`src/rtl/blocking_bound_accumulator_defines.svh`:
```
// Assertion macros for the blocking bound accumulator.
// Included by files that carry concurrent assertions; no other dependencies.
`ifndef BLOCKING_BOUND_ACCUMULATOR_DEFINES_SVH
`define BLOCKING_BOUND_ACCUMULATOR_DEFINES_SVH

`ifndef ASSERT_OFF
// same-cycle implication, disabled during reset
`define ASSERT_IMPLY(label, clk, rst_n, ante, cons) \
    label: assert property (@(posedge clk) disable iff (!(rst_n)) (ante) |-> (cons)) \
        else $error("assertion failed: same-cycle implication");
// next-cycle implication, disabled during reset
`define ASSERT_NEXT(label, clk, rst_n, ante, cons) \
    label: assert property (@(posedge clk) disable iff (!(rst_n)) (ante) |=> (cons)) \
        else $error("assertion failed: next-cycle implication");
`else
`define ASSERT_IMPLY(label, clk, rst_n, ante, cons)
`define ASSERT_NEXT(label, clk, rst_n, ante, cons)
`endif

`endif

```
`src/rtl/bba_pkg.sv`:
```
// Shared types and constants for the blocking bound accumulator.
// No dependencies.
package bba_pkg;

    // configuration register indexes
    localparam logic [2:0] CFG_INTERVAL      = 3'd0;
    localparam logic [2:0] CFG_MAX_TOTAL     = 3'd1;
    localparam logic [2:0] CFG_MAX_PER_SRC   = 3'd2;
    localparam logic [2:0] CFG_PRIO_FLOOR    = 3'd3;
    localparam logic [2:0] CFG_CLUSTER_EN    = 3'd4;
    localparam logic [2:0] CFG_EXCL_CLUSTER  = 3'd5;

    // divider runs one quotient bit per step over a 33-bit window
    localparam int          DivSteps = 33;
    localparam logic [5:0]  DIV_LAST = 6'(DivSteps - 1);

    localparam logic [31:0] U32_MAX = 32'hFFFF_FFFF;
    localparam logic [63:0] U64_MAX = 64'hFFFF_FFFF_FFFF_FFFF;

    // live configuration
    typedef struct packed {
        logic [31:0] interval;
        logic [31:0] max_total;
        logic [31:0] max_per_src;
        logic [31:0] prio_floor;
        logic        cluster_en;
        logic [7:0]  excl_cluster;
    } t_cfg;

    // classified item passed from front to back
    typedef struct packed {
        logic [32:0] window;
        logic [31:0] period;
        logic [15:0] reqs;
        logic [31:0] len;
        logic        eligible;
        logic        last;
    } t_item;

    // queue status
    typedef struct packed {
        logic full;
        logic empty;
    } t_q_stat;

    // back-end status
    typedef struct packed {
        logic        dividing;
        logic [5:0]  div_cnt;
        logic [31:0] budget;
        logic        res_load;
    } t_back_stat;

endpackage

```
`src/rtl/bba_queue.sv`:
```
// Two-entry queue between front and back ends.
// Depends on bba_pkg.
module bba_queue
    import bba_pkg::*;
(
    input  logic    i_clk,
    input  logic    i_rst_n,
    input  logic    i_push,
    input  t_item   i_item,
    input  logic    i_pop,
    output t_item   o_item,
    output t_q_stat o_stat
);

    t_item      r_mem [2];
    logic       r_wr;
    logic       r_rd;
    logic [1:0] r_count;
    logic       w_push;
    logic       w_pop;

    assign w_push = i_push && (r_count != 2'd2);
    assign w_pop  = i_pop && (r_count != 2'd0);

    // pointers and fill count
    always_ff @(posedge i_clk) begin
        if (!i_rst_n) begin
            r_wr    <= 1'b0;
            r_rd    <= 1'b0;
            r_count <= '0;
        end else begin
            if (w_push) r_wr <= ~r_wr;
            if (w_pop)  r_rd <= ~r_rd;
            unique case ({w_push, w_pop})
                2'b10:   r_count <= r_count + 2'd1;
                2'b01:   r_count <= r_count - 2'd1;
                default: r_count <= r_count;
            endcase
        end
    end

    // storage
    always_ff @(posedge i_clk) begin
        if (w_push) r_mem[r_wr] <= i_item;
    end

    assign o_item       = r_mem[r_rd];
    assign o_stat.full  = (r_count == 2'd2);
    assign o_stat.empty = (r_count == 2'd0);

endmodule

```
`config.mk`:
```
export PLATFORM = sky130hd
export DESIGN_NAME = bba_queue
export DESIGN_NICKNAME = d
export VERILOG_FILES = /design/src/rtl/blocking_bound_accumulator_defines.svh /design/src/rtl/bba_pkg.sv /design/src/rtl/bba_queue.sv
export SDC_FILE = /design/constraint.sdc
export NUM_CORES = 1
export LEC_CHECK = 0
export ABC_AREA = 1
export BUFFER_PORTS_ARGS = -buffer_cell sky130_fd_sc_hd__clkbuf_2
export CORE_MARGIN = 5
export CORE_UTILIZATION = 56
export DETAILED_ROUTE_END_ITERATION = 12
export PLACE_DENSITY = 0.88
export SYNTH_ARGS = -nofsm -noshare
export SYNTH_HDL_FRONTEND = slang
export SYNTH_SLANG_ARGS = --single-unit
export TNS_END_PERCENT = 10
```
`constraint.sdc`:
```
create_clock -name i_clk -period 11.5 [get_ports i_clk]
set_input_delay 0.575 -clock i_clk [delete_from_list [all_inputs] [get_ports i_clk]]
set_output_delay 0.575 -clock i_clk [all_outputs]
set_load 0.01 [all_outputs]
```
Word-level counts from Yosys, hierarchy flattened
Memory sizes are Yosys's and may differ from the RTL's. A register that Yosys moved wholly into a read port is not among the register bits. Index checks and enable logic that the tools add are counted.

Mux-type cells: 5. Eq/ne operators: 4. $add $sub $neg: 2. Reduce and logical (&&, ||, !) cells: 5. Bitwise logic cells: 2.

Operators with widths (number): $eq A2 B2 Y1 const B (2); $mux W1 (4); $pmux W2 S2 (1); $reduce_bool A2 Y1 (2); $add A2 B1 Y2 const B (1); $eq A2 B1 Y1 const B (1); $logic_and A1 B1 Y1 (2); $logic_not A2 Y1 (1); $ne A2 B2 Y1 const B (1); $not A1 Y1 (2); $sub A2 B1 Y2 const B (1).

Bits of input ports: 119. Memories kept: 1. Register bits after elaboration: 4. Bits in writable memories: 230. Word-level logic and storage cells: 22.

Memory list: r_mem (depth 2, width 115, read ports 1, clocked after Yosys merged registers in 1, write ports 1, line bba_queue.sv:15) `t_item r_mem [2];`.

Longest topological paths before layout
Gate-level depths: netlist of run 1.

Depth in word-level cells: 4. Depth in mapped cells: 10. Depth with buffers taken out: 10.

Worst setup path before layout of run 1
OpenSTA, ideal clock, no wires.

Kind: input -> register. Start: input i_push. End: memory r_mem[0][0] (netlist bit) (enable). Required time: 10.910 ns. Library setup time: 0.590 ns. Data arrival time: 5.610 ns. Path slack: 5.300 ns. Cell stages on the path: 4. Cell sequence: inv_1 nor2_1 inv_1 nor2_1.

Word-level cells in the longest chain between the ends: 3.

Ends and longest elaborated chain: start: declaration (line bba_queue.sv:8) `input logic i_push,`; $logic_and A1 B1 Y1 (line bba_queue.sv:22) `assign w_push = i_push && (r_count != 2'd2);`; $mux W1 (line bba_queue.sv:44) `if (w_push) r_mem[r_wr] <= i_item;`; $mux W1 (implied by the code) (line bba_queue.sv:44); end: declaration (line bba_queue.sv:15).

No other way between the ends.

==> reports/qor.csv, run 1 <==
metric,value,unit
run status,"finished, final reports clean",
n_diodes,0,
nets@finish,768,
final routed wirelength across all metal layers,16700,microns
via density per instance,5.18,
Hold Crit Depth,1,
number of global-route vias before repair,4856,
Total Neg Setup Slack,0,ns
max-capacitance violation count,0,
largest voltage drop on the vdd net,0.173,mV
Cells after DPL,834,
Yosys warning count,0,
number of distinct library cells after synthesis,14,
number of port buffers,235,
part of the Yosys area used for sequential elements,80.1,%
clock latency at the later pin of the worst-skew pair,0.50,ns
measured slew at the worst slew-check pin,1.21,ns
chip height,135,microns
Final Power,2170,uW
final slew viol count,0,
IO Count,236,
vias after detailed routing,4529,
CTS clock-pin slew for the worst setup and hold paths,0.06,ns
data required time at the worst endpoint,10.93,ns
count of antenna-violating nets left after detailed routing,0,
Non-Filler Instances,874,
average instance area after synthesis,22.0,sq um
relative contribution of combinational cells to total power,18.7,%
number of buffers inserted during clock tree synthesis,23,
CP arrival,2.86,ns
maximum number of pins on one net before global-route repair,91,
setup repair after global routing missed its margin,no,
Leakage Power,0.00422,uW
fmax,0.291,GHz
post-route minimum period,3.44,ns
cell area after synthesis,8740,sq um
worst rel slew slack,19.1,%
maximum buffer depth of the clock tree,3,
top-area cell type share of the netlist area,79.0,%
largest fanout on the critical path,65,
iteration count of the initial detailed-routing pass,4,
instance count of the mapped netlist,398,
portion of total power attributed to the clock network,31.0,%
number of core rows,45,
CTS Root Cell,sky130_fd_sc_hd__clkbuf_16,
overall track demand over capacity in global routing,17.6,%
number of sinks on the clock net,235,
postcts setup bufs,0,
Synth area leaders,"sky130_fd_sc_hd__edfxtp_1 79%, sky130_fd_sc_hd__mux2_4 8.6%, sky130_fd_sc_hd__mux2_2 8.4%",
clock tree from TritonCTS,yes,
worst clock skew on the final layout,0.0150,ns
post-cts resize count,0,
filler instances,898,
"FF+latch count, synth",235,
power share of the sequential group,50.4,%
number of violations reported at the end of detailed-routing iteration 0,266,
core occupancy in the finished layout,70.7,%
area taken by flip-flops and latches,7010,sq um
share of total power consumed by net switching,24.6,%
antenna violations before repair,0,
areal power density over the cells,201,nW/um^2
setup-violating endpoint count in the final report,0,
detailed placer's ending HPWL,11500,microns
total cell area at the placement stage,10100,sq um
kind of start point of the critical path,flop,
kind of capture point of the worst setup path,output pin,
global-route wire length before repair,25100,microns
Tcrit/Tclk final,29.9,%
H-tree lvl count,1,
Multi-input gate area,1600,sq um
number of buffers added to fix hold violations after cts,0,
switching component of the power,533,uW
area of all placed cells without fillers,10800,sq um
share of final-layout standard cells stronger than drive strength 1,58.1,%
cell accounting for the most synthesized area,sky130_fd_sc_hd__edfxtp_1,
total nets after synthesis,518,
wire length per cell after detailed routing,19.1,microns
Syn-to-layout area delta,23.4,%
number of hold violations in the final report,0,
leftover overflow at the end of global routing,0,
global placement routability congestion,0.773,
kind of critical path,reg2out,
die width,135,microns
internal power,1630,uW
core footprint,15300,sq um
worst hold-check path type,in2reg,
starting density of the core,57.3,%
DRC Markers,0,
depth of the most critical reg-to-reg path,5,
die outline area,18200,sq um
metal layers:
metal,part of all wire [%],routed length (microns),track usage [%],up-vias
li1,-,-,-,2056
met1,39,6530,21.0,2241
met2,51,8540,32.0,211
met3,8.5,1430,4.77,21
met4,1.2,197,3.75,0
met5,0,0,0,-
synthesized netlist by cell type (all sizes together):
master    n
nand2     8
ha        1
nand3     1
buf      13
a21oi     1
nand4     1
mux2    115
dfxtp     5
edfxtp  230
inv       9
o21ai     1
nor2     13
worst max-delay path, cell delays in order (launching register included):
cell                       delay (ns)
sky130_fd_sc_hd__dfxtp_4         0.84
sky130_fd_sc_hd__buf_4           0.88
sky130_fd_sc_hd__mux2_2          0.43
sky130_fd_sc_hd__clkbuf_2        0.13
power groups by stage:
stage,Sequential (uW),Combinational (uW),Clock [uW]
3_3_place_gp,1100,399,0
6_report,1090,404,671
5_1_grt,1100,433,726
3_5_place_dp,1110,409,0
4_1_cts,1090,411,686
2_1_floorplan,1090,278,0
per-stage QoR:
step	hold WS [ns]	setup WS [ns]
floorplan	0.452	5.30
global placement	0.470	8.53
detailed placement	0.500	8.40
CTS	0.244	8.03
global route	0.243	7.92
finish	0.267	8.06
kinds of logic (layout without fill, tap and decap cells):
family,after synthesis,after routing,synth area share [%]
compound gates,2,2,0.114
fa+ha+maj,1,1,0.143
buf+inv,22,287,1.63
flops,235,235,80.1
mux,115,115,17.0
simple gates,23,23,1.03
registers in the layout (all words and copies together) (netlist names), named ones only:
name / flops
r_mem: 230
r_rd: 1
r_wr: 1
r_count: 2
path summary, 6_finish.rpt:
| kind | startpoint | end | slack, ns |
|---|---|---|---|
| setup reg to reg | r_count[0] | r_mem[0][24] | 8.64 |
| setup / recovery | flop | o_item[105] | 8.06 |
| hold / removal | i_item[99] | r_mem[0][99] | 0.27 |
| hold reg to reg | r_count[1] | r_count[1] | 0.52 |
area by class of cell:
cell class                      instances  area share [%]
Timing Repair Buffer                  238            11.1
Clock buffer                           27            5.47
Multi-Input combinational cell        141            14.9
Inverter                                9           0.336
Sequential cell                       235            65.0
Tap cell                              211            2.45
Clock inverter                         13           0.789
cells in the final DEF (no fill, tap or decap), drive strengths merged:
| master | n |
|---|---|
| edfxtp | 230 |
| ha | 1 |
| nand2 | 8 |
| clkinv | 11 |
| nand4 | 1 |
| nor2 | 13 |
| dfxtp | 5 |
| mux2 | 115 |
| a21oi | 1 |
| buf | 3 |
| inv | 10 |
| nand3 | 1 |
| clkbuf | 262 |
| o21ai | 1 |
| bufinv | 1 |
No activity file was read; power rests on OpenSTA's default activity.
==> inputs of run 2 (changes only) <==
--- a/config.mk
+++ b/config.mk
@@ -8,9 +8,9 @@
 export ABC_AREA = 1
 export BUFFER_PORTS_ARGS = -buffer_cell sky130_fd_sc_hd__clkbuf_2
 export CORE_MARGIN = 5
-export CORE_UTILIZATION = 56
+export CORE_UTILIZATION = 52
 export DETAILED_ROUTE_END_ITERATION = 12
-export PLACE_DENSITY = 0.88
+export PLACE_DENSITY = 0.83
 export SYNTH_ARGS = -nofsm -noshare
 export SYNTH_HDL_FRONTEND = slang
 export SYNTH_SLANG_ARGS = --single-unit
==> constraint.sdc (replaced) <==
create_clock -name i_clk -period 3.4 [get_ports i_clk]
set_input_delay 0.17 -clock i_clk [delete_from_list [all_inputs] [get_ports i_clk]]
set_output_delay 0.17 -clock i_clk [all_outputs]
set_load 0.01 [all_outputs]
==> run 2 against run 1 <==
Net effect: register-to-register slack got worse by 7.3 ns; first-iteration DRC count grew 6.8%; cell count is 15% higher.
==> reports/qor.csv, run 2 (same netlist as run 1, synthesis figures left out) <==
metric,value,unit,change
run status,"finished, final reports clean",,unchanged
DRC Markers,0,,unchanged
antenna violations before repair,2,,was 0
measured slew at the worst slew-check pin,0.930,ns,was 1.21 ns
number of violations reported at the end of detailed-routing iteration 0,284,,was 266
Register-to-Register Setup Slack,1.31,ns,was 8.64 ns
areal power density over the cells,649,nW/um^2,was 201 nW/um^2
number of core rows,47,,was 45
max-capacitance violation count,0,,unchanged
maximum number of pins on one net before global-route repair,71,,was 91
Setup Slack @ Placement,1.39,ns,was 8.40 ns
worst rel slew slack,38.0,%,was 19.1%
Reg with most FFs,r_mem,,unchanged
H-tree lvl count,1,,unchanged
vias after detailed routing,5044,,"was 4,529"
chip height,140,microns,was 135 microns
number of buffers inserted during clock tree synthesis,24,,was 23
peak-usage layer in the global routing report,met2,,unchanged
postcts setup bufs,0,,unchanged
met3 demand-to-capacity share in global routing,4.70,%,was 4.77%
IO Count,236,,unchanged
kind of critical path,reg2out,,unchanged
"most common cell after layout, fill and taps aside",sky130_fd_sc_hd__clkbuf_2,,unchanged
clock latency at the later pin of the worst-skew pair,0.50,ns,about the same
number of hold violations in the final report,0,,unchanged
post-route minimum period,2.52,ns,
largest fanout on the critical path,49,,was 65
worst hold-check path type,in2reg,,unchanged
number of global-route vias before repair,5580,,"was 4,856"
CP arrival,2.35,ns,was 2.86 ns
chain of cells forming the critical path,"buf_4, mux2_2, clkbuf_2",,unchanged
met2 global-route usage,36.8,%,was 32.0%
"slowest stage cell, crit path",sky130_fd_sc_hd__dfxtp_4,,was sky130_fd_sc_hd__buf_4
global-route wire length before repair,30800,microns,"was 25,100 microns"
hold_sp,i_push,,was i_item[99]
worst clock skew on the final layout,0.00676,ns,was 0.0150 ns
kind of start point of the critical path,flop,,unchanged
critical register-to-register path startpoint,r_count[0],,unchanged
starting density of the core,52.9,%,was 57.3%
max FFs per register,230,,unchanged
CTS clock-pin slew for the worst setup and hold paths,0.06,ns,about the same
core footprint,16500,sq um,"was 15,300 sq um"
cell family contributing the most delay on the critical path,flip-flops,,was buffers and inverters
number of port buffers,235,,unchanged
leftover overflow at the end of global routing,0,,unchanged
maximum buffer depth of the clock tree,3,,unchanged
data required time at the worst endpoint,3.23,ns,was 10.93 ns
Syn-to-layout area delta,38.9,%,was 23.4%
nets@finish,889,,was 768
Total Neg Setup Slack,0,ns,unchanged
Leakage Power,0.00479,uW,was 0.00422 uW
setup-violating endpoint count in the final report,0,,unchanged
overall track demand over capacity in global routing,20.1,%,was 17.6%
most frequent cells in the layout,"235 x sky130_fd_sc_hd__clkbuf_2, 230 x sky130_fd_sc_hd__edfxtp_1, 117 x sky130_fd_sc_hd__dlygate4sd3_1",,"was 235 x sky130_fd_sc_hd__clkbuf_2, 230 x sky130_fd_sc_hd__edfxtp_1, 65 x sky130_fd_sc_hd__mux2_2"
fmax,0.397,GHz,
iteration count of the initial detailed-routing pass,5,,was 4
share of final-layout standard cells stronger than drive strength 1,50.3,%,was 58.1%
global placement routability congestion,0.811,,was 0.773
final routed wirelength across all metal layers,20000,microns,"was 16,700 microns"
via density per instance,5.02,,was 5.18
filler instances,923,,was 898
count of antenna-violating nets left after detailed routing,0,,unchanged
CTS Root Cell,sky130_fd_sc_hd__clkbuf_16,,unchanged
count of buffering cells on the critical path with inverters included,2,,unchanged
detailed placer's ending HPWL,11900,microns,"was 11,500 microns"
die outline area,19500,sq um,"was 18,200 sq um"
largest voltage drop on the vdd net,0.504,mV,was 0.173 mV
number of sinks on the clock net,235,,unchanged
biggest cell delay along the critical path,0.81,ns,was 0.88 ns
final slew viol count,0,,unchanged
wire length per cell after detailed routing,19.9,microns,was 19.1 microns
global routing usage on met1,23.2,%,was 21.0%
clock tree from TritonCTS,yes,,unchanged
setup repair after global routing missed its margin,no,,unchanged
post-layout worst setup margin,0.882,ns,was 8.06 ns
largest registers ranked by flip-flop count,"r_mem x230, r_count x2",,unchanged
kind of capture point of the worst setup path,output pin,,unchanged
Tcrit/Tclk final,74.1,%,
die width,140,microns,was 135 microns
[run 2: worst min-delay path: stages]
cell	delay (ns)
sky130_fd_sc_hd__clkbuf_2	0.09
sky130_fd_sc_hd__inv_1	0.05
sky130_fd_sc_hd__nor2_1	0.07
sky130_fd_sc_hd__nor2_1	0.09
sky130_fd_sc_hd__nor2_1	0.05
[run 2: area by class of cell]
cell class / count / area (sq um) / area share [%]
Sequential cell: 235 / 7010 / 57.7
Timing Repair Buffer: 358 / 2420 / 19.9
Multi-Input combinational cell: 141 / 1600 / 13.2
Clock buffer: 28 / 637 / 5.24
Tap cell: 220 / 275 / 2.27
Clock inverter: 12 / 166 / 1.37
Inverter: 9 / 36.3 / 0.299
Antenna cell: 2 / 5.00 / 0.0412
[run 2: final timing paths]
check                       to  cells past startpoint
setup / recovery   o_item[114]                      3
hold reg to reg           flop                      2
setup reg to reg  r_mem[0][59]                      5
hold / removal            r_wr                      5
[run 2: report_power, final]
| group | total [uW] | internal (uW) | switching (uW) |
|---|---|---|---|
| Clock | 2660 | 1640 | 1020 |
| Combinational | 1530 | 759 | 774 |
| Sequential | 3690 | 3550 | 139 |
[run 2: stage by stage]
stage / hold WS, ns / power, uW / util (%) / cells / instance area [sq um]
after global routing: 0.0964 / 8200 / 73.5 / 1005 / 12200
final: 0.0557 / 7880 / 73.5 / 1005 / 12200
after CTS: 0.0254 / 7910 / 73.5 / 1003 / 12100
after floorplan: 0.269 / 4620 / - / 398 / 8750
after global placement: 0.358 / 5080 / 61.6 / 846 / 10200
after detailed placement: 0.362 / 5150 / 61.6 / 846 / 10200
[run 2: timing repair]
| item | in CTS | in global routing |
|---|---|---|
| hold buffers | 117 | 0 |
| gates resized for setup | 0 | 0 |
| endpoints found under the hold margin | 235 | 0 |
[run 2: per-layer routing]
layer	share of wire, %	vias up
li1	-	2292
met1	36	2471
met2	55	238
met3	7.1	43
met4	2.6	0
met5	0	-
==> inputs of run 3 (changes only) <==
--- a/config.mk
+++ b/config.mk
@@ -8,9 +8,9 @@
 export ABC_AREA = 1
 export BUFFER_PORTS_ARGS = -buffer_cell sky130_fd_sc_hd__clkbuf_2
 export CORE_MARGIN = 5
-export CORE_UTILIZATION = 52
+export CORE_UTILIZATION = 47
 export DETAILED_ROUTE_END_ITERATION = 12
-export PLACE_DENSITY = 0.83
+export PLACE_DENSITY = 0.8
 export SYNTH_ARGS = -nofsm -noshare
 export SYNTH_HDL_FRONTEND = slang
 export SYNTH_SLANG_ARGS = --single-unit
==> constraint.sdc (replaced) <==
create_clock -name i_clk -period 2.3 [get_ports i_clk]
set_input_delay 0.115 -clock i_clk [delete_from_list [all_inputs] [get_ports i_clk]]
set_output_delay 0.115 -clock i_clk [all_outputs]
set_load 0.01 [all_outputs]
==> run 3 against run 2 <==
Net effect: cell count rose by 0.90%; wire length decreased by 8.8%; non-clock buffer count stayed put; flip-flop and latch count unchanged; setup slack worse by 0.57 ns; largest power group unchanged.
==> reports/qor.csv, run 3 (same netlist as run 1, synthesis figures left out) <==
metric,value,unit,change
Critical R2R Capture,r_mem[1][97],,was r_mem[0][59]
most frequent cells in the layout,"235 x sky130_fd_sc_hd__clkbuf_2, 230 x sky130_fd_sc_hd__edfxtp_1, 117 x sky130_fd_sc_hd__dlygate4sd3_1",,unchanged
endpoint with the worst hold slack,r_wr,,unchanged
Hold Crit Depth,5,,unchanged
setup repair after global routing missed its margin,no,,unchanged
H-tree lvl count,1,,unchanged
starting density of the core,48.2,%,was 52.9%
global placement routability congestion,0.733,,was 0.811
maximum number of pins on one net before global-route repair,81,,was 71
die width,146,microns,was 140 microns
die outline area,21400,sq um,"was 19,500 sq um"
setup-violating endpoint count in the final report,0,,unchanged
Tcrit/Tclk final,86.6,%,
largest registers ranked by flip-flop count,"r_mem x230, r_count x2",,unchanged
filler instances,1175,,was 923
number of port buffers,235,,unchanged
area taken by flip-flops and latches,7010,sq um,about the same
core footprint,18100,sq um,"was 16,500 sq um"
clock tree from TritonCTS,yes,,unchanged
Total Neg Setup Slack,0,ns,unchanged
post-route minimum period,1.99,ns,
number of violations reported at the end of detailed-routing iteration 0,246,,was 284
kind of capture point of the worst setup path,output pin,,unchanged
number of sinks on the clock net,235,,unchanged
leftover overflow at the end of global routing,0,,unchanged
antenna violations before repair,0,,was 2
maximum buffer depth of the clock tree,3,,unchanged
final routed wirelength across all metal layers,18300,microns,"was 20,000 microns"
overall track demand over capacity in global routing,16.7,%,was 20.1%
via density per instance,4.88,,was 5.02
max-capacitance violation count,0,,unchanged
clock latency at the later pin of the worst-skew pair,0.50,ns,about the same
detailed placer's ending HPWL,11300,microns,"was 11,900 microns"
worst rel slew slack,59.0,%,was 38.0%
Syn-to-layout area delta,38.5,%,was 38.9%
hold_sp,i_push,,unchanged
vias after detailed routing,4944,,"was 5,044"
Final Power,11200,uW,was 7880 uW
largest fanout on the critical path,35,,was 49
largest voltage drop on the vdd net,0.630,mV,was 0.504 mV
CTS Root Cell,sky130_fd_sc_hd__clkbuf_16,,unchanged
n_diodes,0,,was 2
number of core rows,49,,was 47
global-route wire length before repair,28800,microns,"was 30,800 microns"
number of global-route vias before repair,5368,,"was 5,580"
critical register-to-register path startpoint,r_count[1],,was r_count[0]
measured slew at the worst slew-check pin,0.615,ns,was 0.930 ns
Multi-input gate area,1620,sq um,was 1600 sq um
Register-to-Register Setup Slack,0.51,ns,was 1.31 ns
worst clock skew on the final layout,0.00631,ns,was 0.00676 ns
final slew viol count,0,,unchanged
number of hold violations in the final report,0,,unchanged
run status,"finished, final reports clean",,unchanged
wire length per cell after detailed routing,18.0,microns,was 19.9 microns
share of final-layout standard cells stronger than drive strength 1,51.2,%,was 50.3%
kind of critical path,reg2out,,unchanged
nets@finish,889,,unchanged
worst hold-check path type,in2reg,,unchanged
Reg with most FFs,r_mem,,unchanged
number of buffers inserted during clock tree synthesis,24,,unchanged
CTS clock-pin slew for the worst setup and hold paths,0.06,ns,about the same
Leakage Power,0.00475,uW,was 0.00479 uW
data required time at the worst endpoint,2.18,ns,was 3.23 ns
fmax,0.502,GHz,
count of antenna-violating nets left after detailed routing,0,,unchanged
areal power density over the cells,921,nW/um^2,was 649 nW/um^2
kind of start point of the critical path,flop,,unchanged
depth of the most critical reg-to-reg path,6,,was 5
"most common cell after layout, fill and taps aside",sky130_fd_sc_hd__clkbuf_2,,unchanged
chip height,146,microns,was 140 microns
max FFs per register,230,,unchanged
DRC Markers,0,,unchanged
iteration count of the initial detailed-routing pass,4,,was 5
IO Count,236,,unchanged
CP arrival,1.88,ns,was 2.35 ns
-- run 3: what timing repair did --
item | CTS | global route
resized for setup | 0 | 0
hold endpoints to repair | 235 | 0
setup buffers | 0 | 0
hold buffers | 117 | 0
-- run 3: area by class of cell --
class	instances	share of cell area, %
clock inverter	16	0.827
inverter	9	0.310
tap	229	2.37
clock buffer	26	5.02
timing repair buffer	358	20.2
sequential	235	57.9
multi-input combinational	141	13.4
-- run 3: worst max-delay path, stage by stage (launching register included) --
cell	delay, ns
sky130_fd_sc_hd__dfxtp_4	0.35
sky130_fd_sc_hd__buf_4	0.46
sky130_fd_sc_hd__mux2_2	0.41
sky130_fd_sc_hd__clkbuf_2	0.14
-- run 3: power by group --
part / switching (uW) / total [uW] / internal, uW
Combinational: 1200 / 2340 / 1140
Sequential: 118 / 5360 / 5240
Clock: 1530 / 3450 / 1920
Total: 2840 / 11200 / 8310
-- run 3: stage by stage --
step | utilization [%] | worst slack [ns] | instance area [sq um] | hold slack, ns | instances
after CTS | 66.7 | 0.260 | 12100 | 0.0326 | 1014
after floorplan | - | -0.434 | 8780 | 0.214 | 398
after detailed placement | 56.4 | 0.498 | 10200 | 0.308 | 855
after global placement | 56.4 | 0.586 | 10200 | 0.305 | 855
after global routing | 66.7 | 0.221 | 12100 | 0.0452 | 1014
final | 66.7 | 0.308 | 12100 | 0.0738 | 1014
-- run 3: layer usage --
layer	up-vias	global-route usage (%)	wire length, microns
met4	0	4.42	357
met1	2400	20.2	7060
met3	31	4.96	1500
met2	219	29.2	9360
met5	-	0	0
li1	2294	-	-
-- run 3: how the worst max path moves through the flow --
stage                     startpoint           end  slack (ns)
after global routing            flop    o_item[49]        0.22
after global placement    r_count[1]  r_mem[1][53]        0.59
final                           flop    o_item[24]        0.31
after detailed placement  r_count[1]  r_mem[1][78]        0.50
after floorplan           r_count[1]   r_mem[0][0]       -0.43
after CTS                       flop    o_item[24]        0.26
